<file path="src/rtl/mmr_pkg.sv">
`default_nettype none
// ----------------------------------------------------------------------------
// Masked mixed-radix encoder package
// Shared constants and word types for the encoder chain and its top level.
// ----------------------------------------------------------------------------
package mmr_pkg;

    localparam int FEATURES   = 4;
    localparam int VALUE_BITS = 4;
    localparam int JOINED     = 2 * FEATURES;
    localparam int VALS_W     = JOINED * VALUE_BITS;
    localparam int STATE_W    = FEATURES * VALUE_BITS;
    localparam int INDEX_W    = 32;

    typedef struct packed {
        logic [15:0] current_values;
        logic [3:0]  current_defined;
        logic [15:0] next_values;
        logic [3:0]  next_defined;
        logic [7:0]  parent_mask;
    } t_in_word;

    typedef struct packed {
        logic [31:0] flat_index;
        logic        undefined_parent;
    } t_out_word;

    typedef struct packed {
        logic [VALS_W-1:0]  vals;
        logic [JOINED-1:0]  defs;
        logic [JOINED-1:0]  mask;
        logic [INDEX_W-1:0] index;
        logic [INDEX_W-1:0] weight;
        logic               err;
    } t_cell_word;

endpackage
`default_nettype wire

</file>
<file path="src/rtl/masked_mixed_radix_encode.sv">
`default_nettype none
// ----------------------------------------------------------------------------
// Masked mixed-radix encoder
// Joins a current and a next factored state and forms the mixed-radix flat
// index over the features selected by the parent mask.
// ----------------------------------------------------------------------------
// The input channel (i_valid, o_stall, i_word) takes one word per cycle while
// o_stall is low; the output channel (o_valid, i_stall, o_word) gives one
// result word per input word, in order. The word passes a chain of eight
// cells, one per joined feature, highest feature first, and each cell registers it.
// Throughput is one word per cycle while i_stall is low, set by the cell chain.
// When the receiver stalls, the result is held and each cell holds its word
// only if the cell after it is full, so gaps close up; o_stall rises only
// once the whole chain is full. The feature sizes come from the register
// written through i_cfg_we and i_cfg_wdata; it must be written while the
// block is idle. Reset empties the chain and sets every size to sixteen.
// ----------------------------------------------------------------------------
module masked_mixed_radix_encode
    import mmr_pkg::*;
(
    input  wire logic        i_clk,
    input  wire logic        i_rst_n,
    input  wire logic        i_cfg_we,
    input  wire logic [15:0] i_cfg_wdata,
    input  wire logic        i_valid,
    output logic             o_stall,
    input  wire t_in_word    i_word,
    output logic             o_valid,
    input  wire logic        i_stall,
    output t_out_word        o_word
);

    logic [STATE_W-1:0] r_sizes;
    t_cell_word         w_head;
    t_cell_word         w_word  [JOINED+1];
    logic               w_valid [JOINED+1];
    logic               w_stall [JOINED+1];
    logic [JOINED-1:0]  w_full;

    always_ff @(posedge i_clk) begin
        if (!i_rst_n) begin
            r_sizes <= '1;
        end else if (i_cfg_we) begin
            r_sizes <= i_cfg_wdata[STATE_W-1:0];
        end
    end

    always_comb begin
        w_head        = '0;
        w_head.vals   = {i_word.next_values, i_word.current_values};
        w_head.defs   = {i_word.next_defined, i_word.current_defined};
        w_head.mask   = i_word.parent_mask;
        w_head.weight = INDEX_W'(1);
    end

    assign w_word[0]       = w_head;
    assign w_valid[0]      = i_valid;
    assign o_stall         = w_stall[0];
    assign w_stall[JOINED] = i_stall;

    for (genvar j = 0; j < JOINED; j++) begin : g_cell
        localparam int Pos = JOINED - 1 - j;
        localparam int Feat = Pos % FEATURES;

        mmr_cell u_cell (
            .i_clk     (i_clk),
            .i_rst_n   (i_rst_n),
            .i_size_m1 (r_sizes[Feat*VALUE_BITS +: VALUE_BITS]),
            .i_valid   (w_valid[j]),
            .o_stall   (w_stall[j]),
            .i_word    (w_word[j]),
            .o_valid   (w_valid[j+1]),
            .i_stall   (w_stall[j+1]),
            .o_word    (w_word[j+1])
        );

        assign w_full[j] = w_valid[j+1];
    end

    assign o_valid                = w_valid[JOINED];
    assign o_word.undefined_parent = w_word[JOINED].err;
    assign o_word.flat_index      = w_word[JOINED].err ? '0 : w_word[JOINED].index;

    a_stall_only_when_full : assert property (@(posedge i_clk) disable iff (!i_rst_n)
        o_stall |-> (&w_full))
        else $error("input stalled while the chain has a free cell");

    a_accept_enters_chain : assert property (@(posedge i_clk) disable iff (!i_rst_n)
        (i_valid && !o_stall) |=> w_valid[1])
        else $error("accepted word did not enter the first cell");

    a_error_zero_index : assert property (@(posedge i_clk) disable iff (!i_rst_n)
        (o_valid && o_word.undefined_parent) |-> (o_word.flat_index == '0))
        else $error("error result carries a nonzero index");

endmodule
`default_nettype wire

</file>
<file path="src/rtl/mmr_cell.sv">
`default_nettype none
// ----------------------------------------------------------------------------
// Masked mixed-radix encoder cell
// Folds the highest remaining joined feature, if selected, into the running
// index and weight (err if undefined), then shifts the feature vectors up for the next cell.
// ----------------------------------------------------------------------------
module mmr_cell
    import mmr_pkg::*;
(
    input  wire logic                  i_clk,
    input  wire logic                  i_rst_n,
    input  wire logic [VALUE_BITS-1:0] i_size_m1,
    input  wire logic                  i_valid,
    output logic                       o_stall,
    input  wire t_cell_word            i_word,
    output logic                       o_valid,
    input  wire logic                  i_stall,
    output t_cell_word                 o_word
);

    logic                  r_valid;
    t_cell_word            r_word;
    t_cell_word            n_word;
    logic [VALUE_BITS-1:0] w_val;
    logic                  w_def;
    logic                  w_sel;
    logic [VALUE_BITS:0]   w_size;

    assign w_val  = i_word.vals[VALS_W-1 -: VALUE_BITS];
    assign w_def  = i_word.defs[JOINED-1];
    assign w_sel  = i_word.mask[JOINED-1];
    assign w_size = {1'b0, i_size_m1} + {{VALUE_BITS{1'b0}}, 1'b1};

    always_comb begin
        n_word      = i_word;
        n_word.vals = i_word.vals << VALUE_BITS;
        n_word.defs = i_word.defs << 1;
        n_word.mask = i_word.mask << 1;
        if (w_sel && !w_def) begin
            n_word.err = 1'b1;
        end else if (w_sel) begin
            n_word.index  = i_word.index
                + INDEX_W'({{(INDEX_W-VALUE_BITS){1'b0}}, w_val} * i_word.weight);
            n_word.weight = INDEX_W'(i_word.weight
                * {{(INDEX_W-VALUE_BITS-1){1'b0}}, w_size});
        end
    end

    assign o_stall = r_valid && i_stall;
    assign o_valid = r_valid;
    assign o_word  = r_word;

    always_ff @(posedge i_clk) begin
        if (!i_rst_n) begin
            r_valid <= 1'b0;
        end else if (!o_stall) begin
            r_valid <= i_valid;
        end
    end

    always_ff @(posedge i_clk) begin
        if (!o_stall && i_valid) begin
            r_word <= n_word;
        end
    end

endmodule
`default_nettype wire

</file>
<file path="config.mk">
export PLATFORM = sky130hd
export DESIGN_NAME = masked_mixed_radix_encode
export DESIGN_NICKNAME = d
export VERILOG_FILES = /design/src/rtl/mmr_pkg.sv /design/src/rtl/masked_mixed_radix_encode.sv /design/src/rtl/mmr_cell.sv
export SDC_FILE = /design/constraint.sdc
export NUM_CORES = 2
export LEC_CHECK = 0
export ABC_AREA = 1
export BUFFER_PORTS_ARGS = -buffer_cell sky130_fd_sc_hd__buf_2
export CELL_PAD_IN_SITES_DETAIL_PLACEMENT = 0
export CELL_PAD_IN_SITES_GLOBAL_PLACEMENT = 2
export CORE_ASPECT_RATIO = 0.8
export CORE_UTILIZATION = 39
export CTS_CLUSTER_DIAMETER = 80
export DETAILED_ROUTE_END_ITERATION = 8
export HOLD_SLACK_MARGIN = 0.08
export PLACE_DENSITY_LB_ADDON = 0.1
export SYNTH_ARGS = -nofsm -noshare
export SYNTH_HDL_FRONTEND = slang
export SYNTH_SLANG_ARGS = --single-unit
</file>
<file path="constraint.sdc">
create_clock -name i_clk -period 6.8 [get_ports i_clk]
set_input_delay 0.68 -clock i_clk [delete_from_list [all_inputs] [get_ports i_clk]]
set_output_delay 0.68 -clock i_clk [all_outputs]
set_load 0.02 [all_outputs]
</file>
; ---- Word-level counts from Yosys, hierarchy flattened
; Cells that the tools add are included.
[totals]
regBits = 680
inputBits = 69
out_inout_bits = 35
[op_classes]
n_addsub = 11
n_mul = 14
muxes = 16
bitwise_logic = 1
n_reduce_logical = 41
[ops]
columns = operator, count
row1 = $mux W64, 14
row2 = $add A32 B32 Y32, 7
row3 = $mul A32 B5 Y32, 7
row4 = $mul A4 B32 Y32, 7
row5 = $mux W32, 1
row6 = $logic_and A1 B1 Y1, 24
row7 = $add A4 B1 Y5 const B, 4
row8 = $logic_not A1 Y1, 16
row9 = $reduce_or A2 Y1, 1
row10 = $mux W1, 1
row11 = $not A1 Y1, 1

; ---- Longest topological paths before layout
[depth]
depth_word = 10
depth_mapped = 27
ltp_nobuf = 26

; ---- By module
; Synthesis repeated with hierarchy kept, for this count alone.
[hier_totals]
hier_cells = 16230
area_unflattened_um2 = 116655.6
[modules_own_cells]
columns = mod, instances, cells_per_inst, area_each_um2, seq_area_each_um2
row1 = mmr_cell at g_cell[2].u_cell ..., 3, 1997, 14406.3, 3233.1
row2 = mmr_cell at g_cell[5].u_cell, 1, 2032, 14538.9, 3233.1
row3 = mmr_cell at g_cell[1].u_cell, 1, 2007, 14530.2, 3233.1
row4 = mmr_cell at g_cell[7].u_cell, 1, 2023, 14512.7, 3233.1
row5 = mmr_cell at g_cell[6].u_cell, 1, 2026, 14502.7, 3233.1
row6 = mmr_cell at g_cell[0].u_cell, 1, 2012, 14421.3, 3233.1
row7 = masked_mixed_radix_encode, 1, 139, 930.9, 320.3

; ---- Worst setup path after synthesis
; Ideal clock, no wire load.
[synth_timing]
path_type = input to register
start = input i_stall
end = register g_cell[4].u_cell.r_word (netlist bit g_cell[4].u_cell.o_word[0]) (enable)
arrival_time_ns = 4.599
required_time_ns = 6.265
path_slack_ns = 1.666
path_stages = 5
cell_sequence = nand2_1 nor2_1 inv_1 nor2_2 a21oi_1
[synth_via]
elab_chain_cells = 6
[synth_lines]
columns = item, line
row1 = "start, declared", masked_mixed_radix_encode.sv:29  ; input wire logic i_stall,
row2 = $logic_and A1 B1 Y1 (4 in series), mmr_cell.sv:49  ; assign o_stall = r_valid && i_stall;
row3 = $logic_not A1 Y1, -
row4 = $logic_and A1 B1 Y1, mmr_cell.sv:62  ; if (!o_stall && i_valid) begin
row5 = "end signal, assigned", mmr_cell.sv:63  ; r_word <= n_word;
row6 = "end, declared", mmr_cell.sv:22  ; t_cell_word r_word;
; Every way passes these cells.
; A chain may end at the register's enable or synchronous reset.

==> impl_results.md <==
* First-pass GRT wire length at 336000 um
* Vias at 52710
* Final Instance Count excl. Fillers at 10426
* Worst setup path class: flop to flop
* Net Count, Synth at 9446
* Xor and xnor area share after synthesis at 0.0119
* Final hold viol count at 0
* Hold Path Stages at 1
* Primary flip-flop cell chosen by synthesis mapping: sky130_fd_sc_hd__edfxtp_1
* Average wire per cell in the routed design at 21.3 um
* Area post-placement at 0.0652 sq mm
* Horiz. Die Dim at 450 um
* Area Growth Syn to Fin at 8.03%
* Dominant cell type by count on the critical path: sky130_fd_sc_hd__inv_1
* Simple-gate share of the synthesized area at 0.226
* Worst min-delay path startpoint: i_word[4]
* Final weighted congestion in routability-driven placement at 0.922
* Remaining antenna violation count after routing at 0
* Max transition margin at 0.167
* Top library cells by usage in the layout, fill and taps aside: 2202 x sky130_fd_sc_hd__nand2_1, 1919 x sky130_fd_sc_hd__inv_1, 703 x sky130_fd_sc_hd__fa_1
* Starting Density at 0.392
* Max-cap check violation count at 0
* Arithmetic-cell share of the synthesized area counting full adders, half adders and majority gates at 0.310
* Maximum achievable frequency at 167 MHz
* Max Slew Vio Count at 0
* Number of standard cells after synthesis at 8248
* Standard cell core area at 0.159 sq mm
* CP Capture Type: flop
* Worst-case vdd ir drop at 195 uV
* DRT Wirelength at 222000 um
* Combinational family with the most area after synthesis: adder cells
* Count of synthesis-stage warnings from yosys at 0
* HP Class: input pin to flop
* Share of synthesized area occupied by flip-flops and latches at 0.248
* Register bit count reported by yosys at 525
* Number of synthesized flops with an enable pin at 501
* Largest net degree at the start of global routing at 72
* Depth of the CTS H-tree at 3
* Family with the most delay on the worst path: adder cells
* Fraction of layout instances using a drive strength above 1 at 0.0382
* CP max FO at 18
* Startpoint of the worst-slack reg-to-reg timing path: r_sizes[12]$_SDFFE_PN1P_
* # resized after CTS at 0
* Vias in the first global route at 51534
* Status: complete, no violations
* TritonCTS clock tree: yes
* Maximum buffer depth of the clock tree at 3
* Util after Layout at 0.424
* Register-to-Register Path Depth at 18
* Final Net Count at 9438
* Worst Hold End: g_cell[0].u_cell.o_word[70]$_DFFE_PP_
* Port bufs at 103
* Netlist area before placement at 0.0625 sq mm
* Power density over the cells at 211 mW/mm^2
* Master of the slowest instance on the critical path: sky130_fd_sc_hd__dfxtp_1
* Die outline area at 0.162 sq mm
* Average cell area after synthesis at 7.58 sq um
* Sum of net half-perimeters after detailed placement at 185000 um
* Post-layout instance area at 0.0675 sq mm
* Critical path buffers and inverters at 5
* Transition time of the tightest slew-check pin at 1.25 ns
* Launching element type of the critical path: flop
* Critical path data arrival time at 6.38 ns
* All-Layer GR Usage at 0.277
* Register-to-register path setup slack at 0.83 ns
* Clock transition at the registers of the reported paths at 0.06 ns
* Grt total ovfl at 0
* Initial detailed-routing violation count at 4504
* Critical path, cell by cell: ha_1, nand2_1, nor2_1, clkinv_1, nor2_1, fa_1, fa_1, inv_1, fa_1, inv_1, ha_1, a21oi_1, o21bai_1, inv_1, nand3_1, xor2_1, o21ai_0, inv_1
* Drt first pass iters at 8
* Crit share post-route at 0.878
* Cell variety after synth at 49
* Placed cell count at 10294
* Hold_buf cts at 0
* Post-Route Hold Slack at 0.152 ns
* Unrepaired setup endpoints after global routing: false
* Placement row count at 131
* Share of synthesized registers carrying an async set or reset at 0
* Clock sink count at 525
* Highest cell delay on the worst timing path at 0.66 ns
* Data required time at the worst endpoint at 7.21 ns
* Number of top-level pins at 104
* Via density per instance at 5.06
* Overall die height at 360 um
* Cell at the root of the clock tree: sky130_fd_sc_hd__clkbuf_16
* Setup tns final at 0 ns
* Inserted Clock Buffers at 72
* Setup Viol. Count Final at 0
* Mux cell area share after synthesis at 0.000160
* Post-route DRC violation count at 0
* Post-CTS repair timing setup buffer count at 0
* Leakage power figure at 36.2 nW
* Commonest non-fill, non-tap cell in the layout: sky130_fd_sc_hd__nand2_1
* Minimum clock period at 5.97 ns
* Clock tree skew after final layout at 0.0454 ns
* Fraction of the mapped netlist area in compound gates at 0.0719
* Reg-to-reg endpoint: g_cell[4].u_cell.o_word[13]$_DFFE_PP_
* Clock Latency Late Sink at 0.71 ns
* Initial antenna violation count at 16
## cell families after synthesis
group	after synthesis
and+or+nand+nor	3493
buffers and inverters	2169
adders and majority gates	1129
AOI/OAI and AO/OA	848
DFF	525
xor gates and xnor gates	83
muxes	1
## synth_stat cells (all sizes together), types with 5 or more instances
cell type     n  area [sq um]
a21o         11          82.6
inv        1927          7230
clkbuf      200           757
o21ai       374          1880
nor2        695          2620
o21bai       40           300
a31oi         5          31.3
clkinv        8          30.0
nand3b       33           248
fa          703         14100
nand2      2203          8270
and2         11          68.8
or2          28           175
edfxtp      501         15000
nor3         50           260
a21oi       377          1890
dfxtp        24           480
xor2         45           394
o21a         12          90.1
nand4        90           563
buf          34           155
o22ai         9          56.3
nor4          6          37.5
a21boi        7          56.3
xnor2        38           352
ha          426          5330
nand3       376          1890
## layout make-up
type | count | area (sq um)
Sequential cell | 525 | 15500
Fill cell | 16792 | 91800
Clock buffer | 85 | 1860
Timing Repair Buffer | 152 | 883
Multi-Input combinational cell | 5554 | 38800
Clock inverter | 45 | 470
Antenna cell | 2 | 5.00
Tap cell | 2128 | 2660
Inverter | 1935 | 7270
## worst register-to-register path: stages (launching register included)
cell and delay (ns):
sky130_fd_sc_hd__dfxtp_1 0.66, sky130_fd_sc_hd__ha_1 0.27, sky130_fd_sc_hd__nand2_1 0.08, sky130_fd_sc_hd__nor2_1 0.37
sky130_fd_sc_hd__clkinv_1 0.64, sky130_fd_sc_hd__nor2_1 0.32, sky130_fd_sc_hd__fa_1 0.48, sky130_fd_sc_hd__fa_1 0.50
sky130_fd_sc_hd__inv_1 0.06, sky130_fd_sc_hd__fa_1 0.49, sky130_fd_sc_hd__inv_1 0.05, sky130_fd_sc_hd__ha_1 0.37
sky130_fd_sc_hd__a21oi_1 0.43, sky130_fd_sc_hd__o21bai_1 0.18, sky130_fd_sc_hd__inv_1 0.13, sky130_fd_sc_hd__nand3_1 0.11
sky130_fd_sc_hd__xor2_1 0.16, sky130_fd_sc_hd__o21ai_0 0.32, sky130_fd_sc_hd__inv_1 0.07
## through the flow
step	setup slack (ns)	power [mW]
global route	0.474	15.4
CTS	0.853	14.3
floorplan	1.67	8.46
detailed placement	0.945	10.4
global placement	0.935	10.4
finish	0.830	14.2
## report_power, final
part           switching, mW  internal [mW]
clock                   1.64           2.19
sequential             0.150           3.69
combinational           4.37           2.18
## layer usage
metal	routed length, um	vias to the layer above	track usage
met5	8	-	0
li1	-	25226	-
met3	14400	155	0.0423
met1	117000	25859	0.451
met2	87200	1468	0.383
met4	3750	2	0.0477
## flip-flops by register name (all words and copies together), names as in the netlist
name	count
g_cell.u_cell.o_word	501
r_sizes	16
g_cell.u_cell.o_valid	8
## worst max-delay path by stage
stage,startpoint,to,slack [ns],cells after the start
CTS,r_sizes[12]$_SDFFE_PN1P_,g_cell[4].u_cell.o_word[13]$_DFFE_PP_,0.85,18
global route,r_sizes[12]$_SDFFE_PN1P_,g_cell[4].u_cell.o_word[13]$_DFFE_PP_,0.47,18
global placement,r_sizes[12]$_SDFFE_PN1P_,g_cell[4].u_cell.o_word[13]$_DFFE_PP_,0.94,18
floorplan,i_stall,g_cell[4].u_cell.o_word[0]$_SDFFCE_PP1P_,1.67,5
detailed placement,r_sizes[12]$_SDFFE_PN1P_,g_cell[4].u_cell.o_word[13]$_DFFE_PP_,0.95,18
finish,r_sizes[12]$_SDFFE_PN1P_,g_cell[4].u_cell.o_word[13]$_DFFE_PP_,0.83,18
No activity file was read; power rests on OpenSTA's default activity.
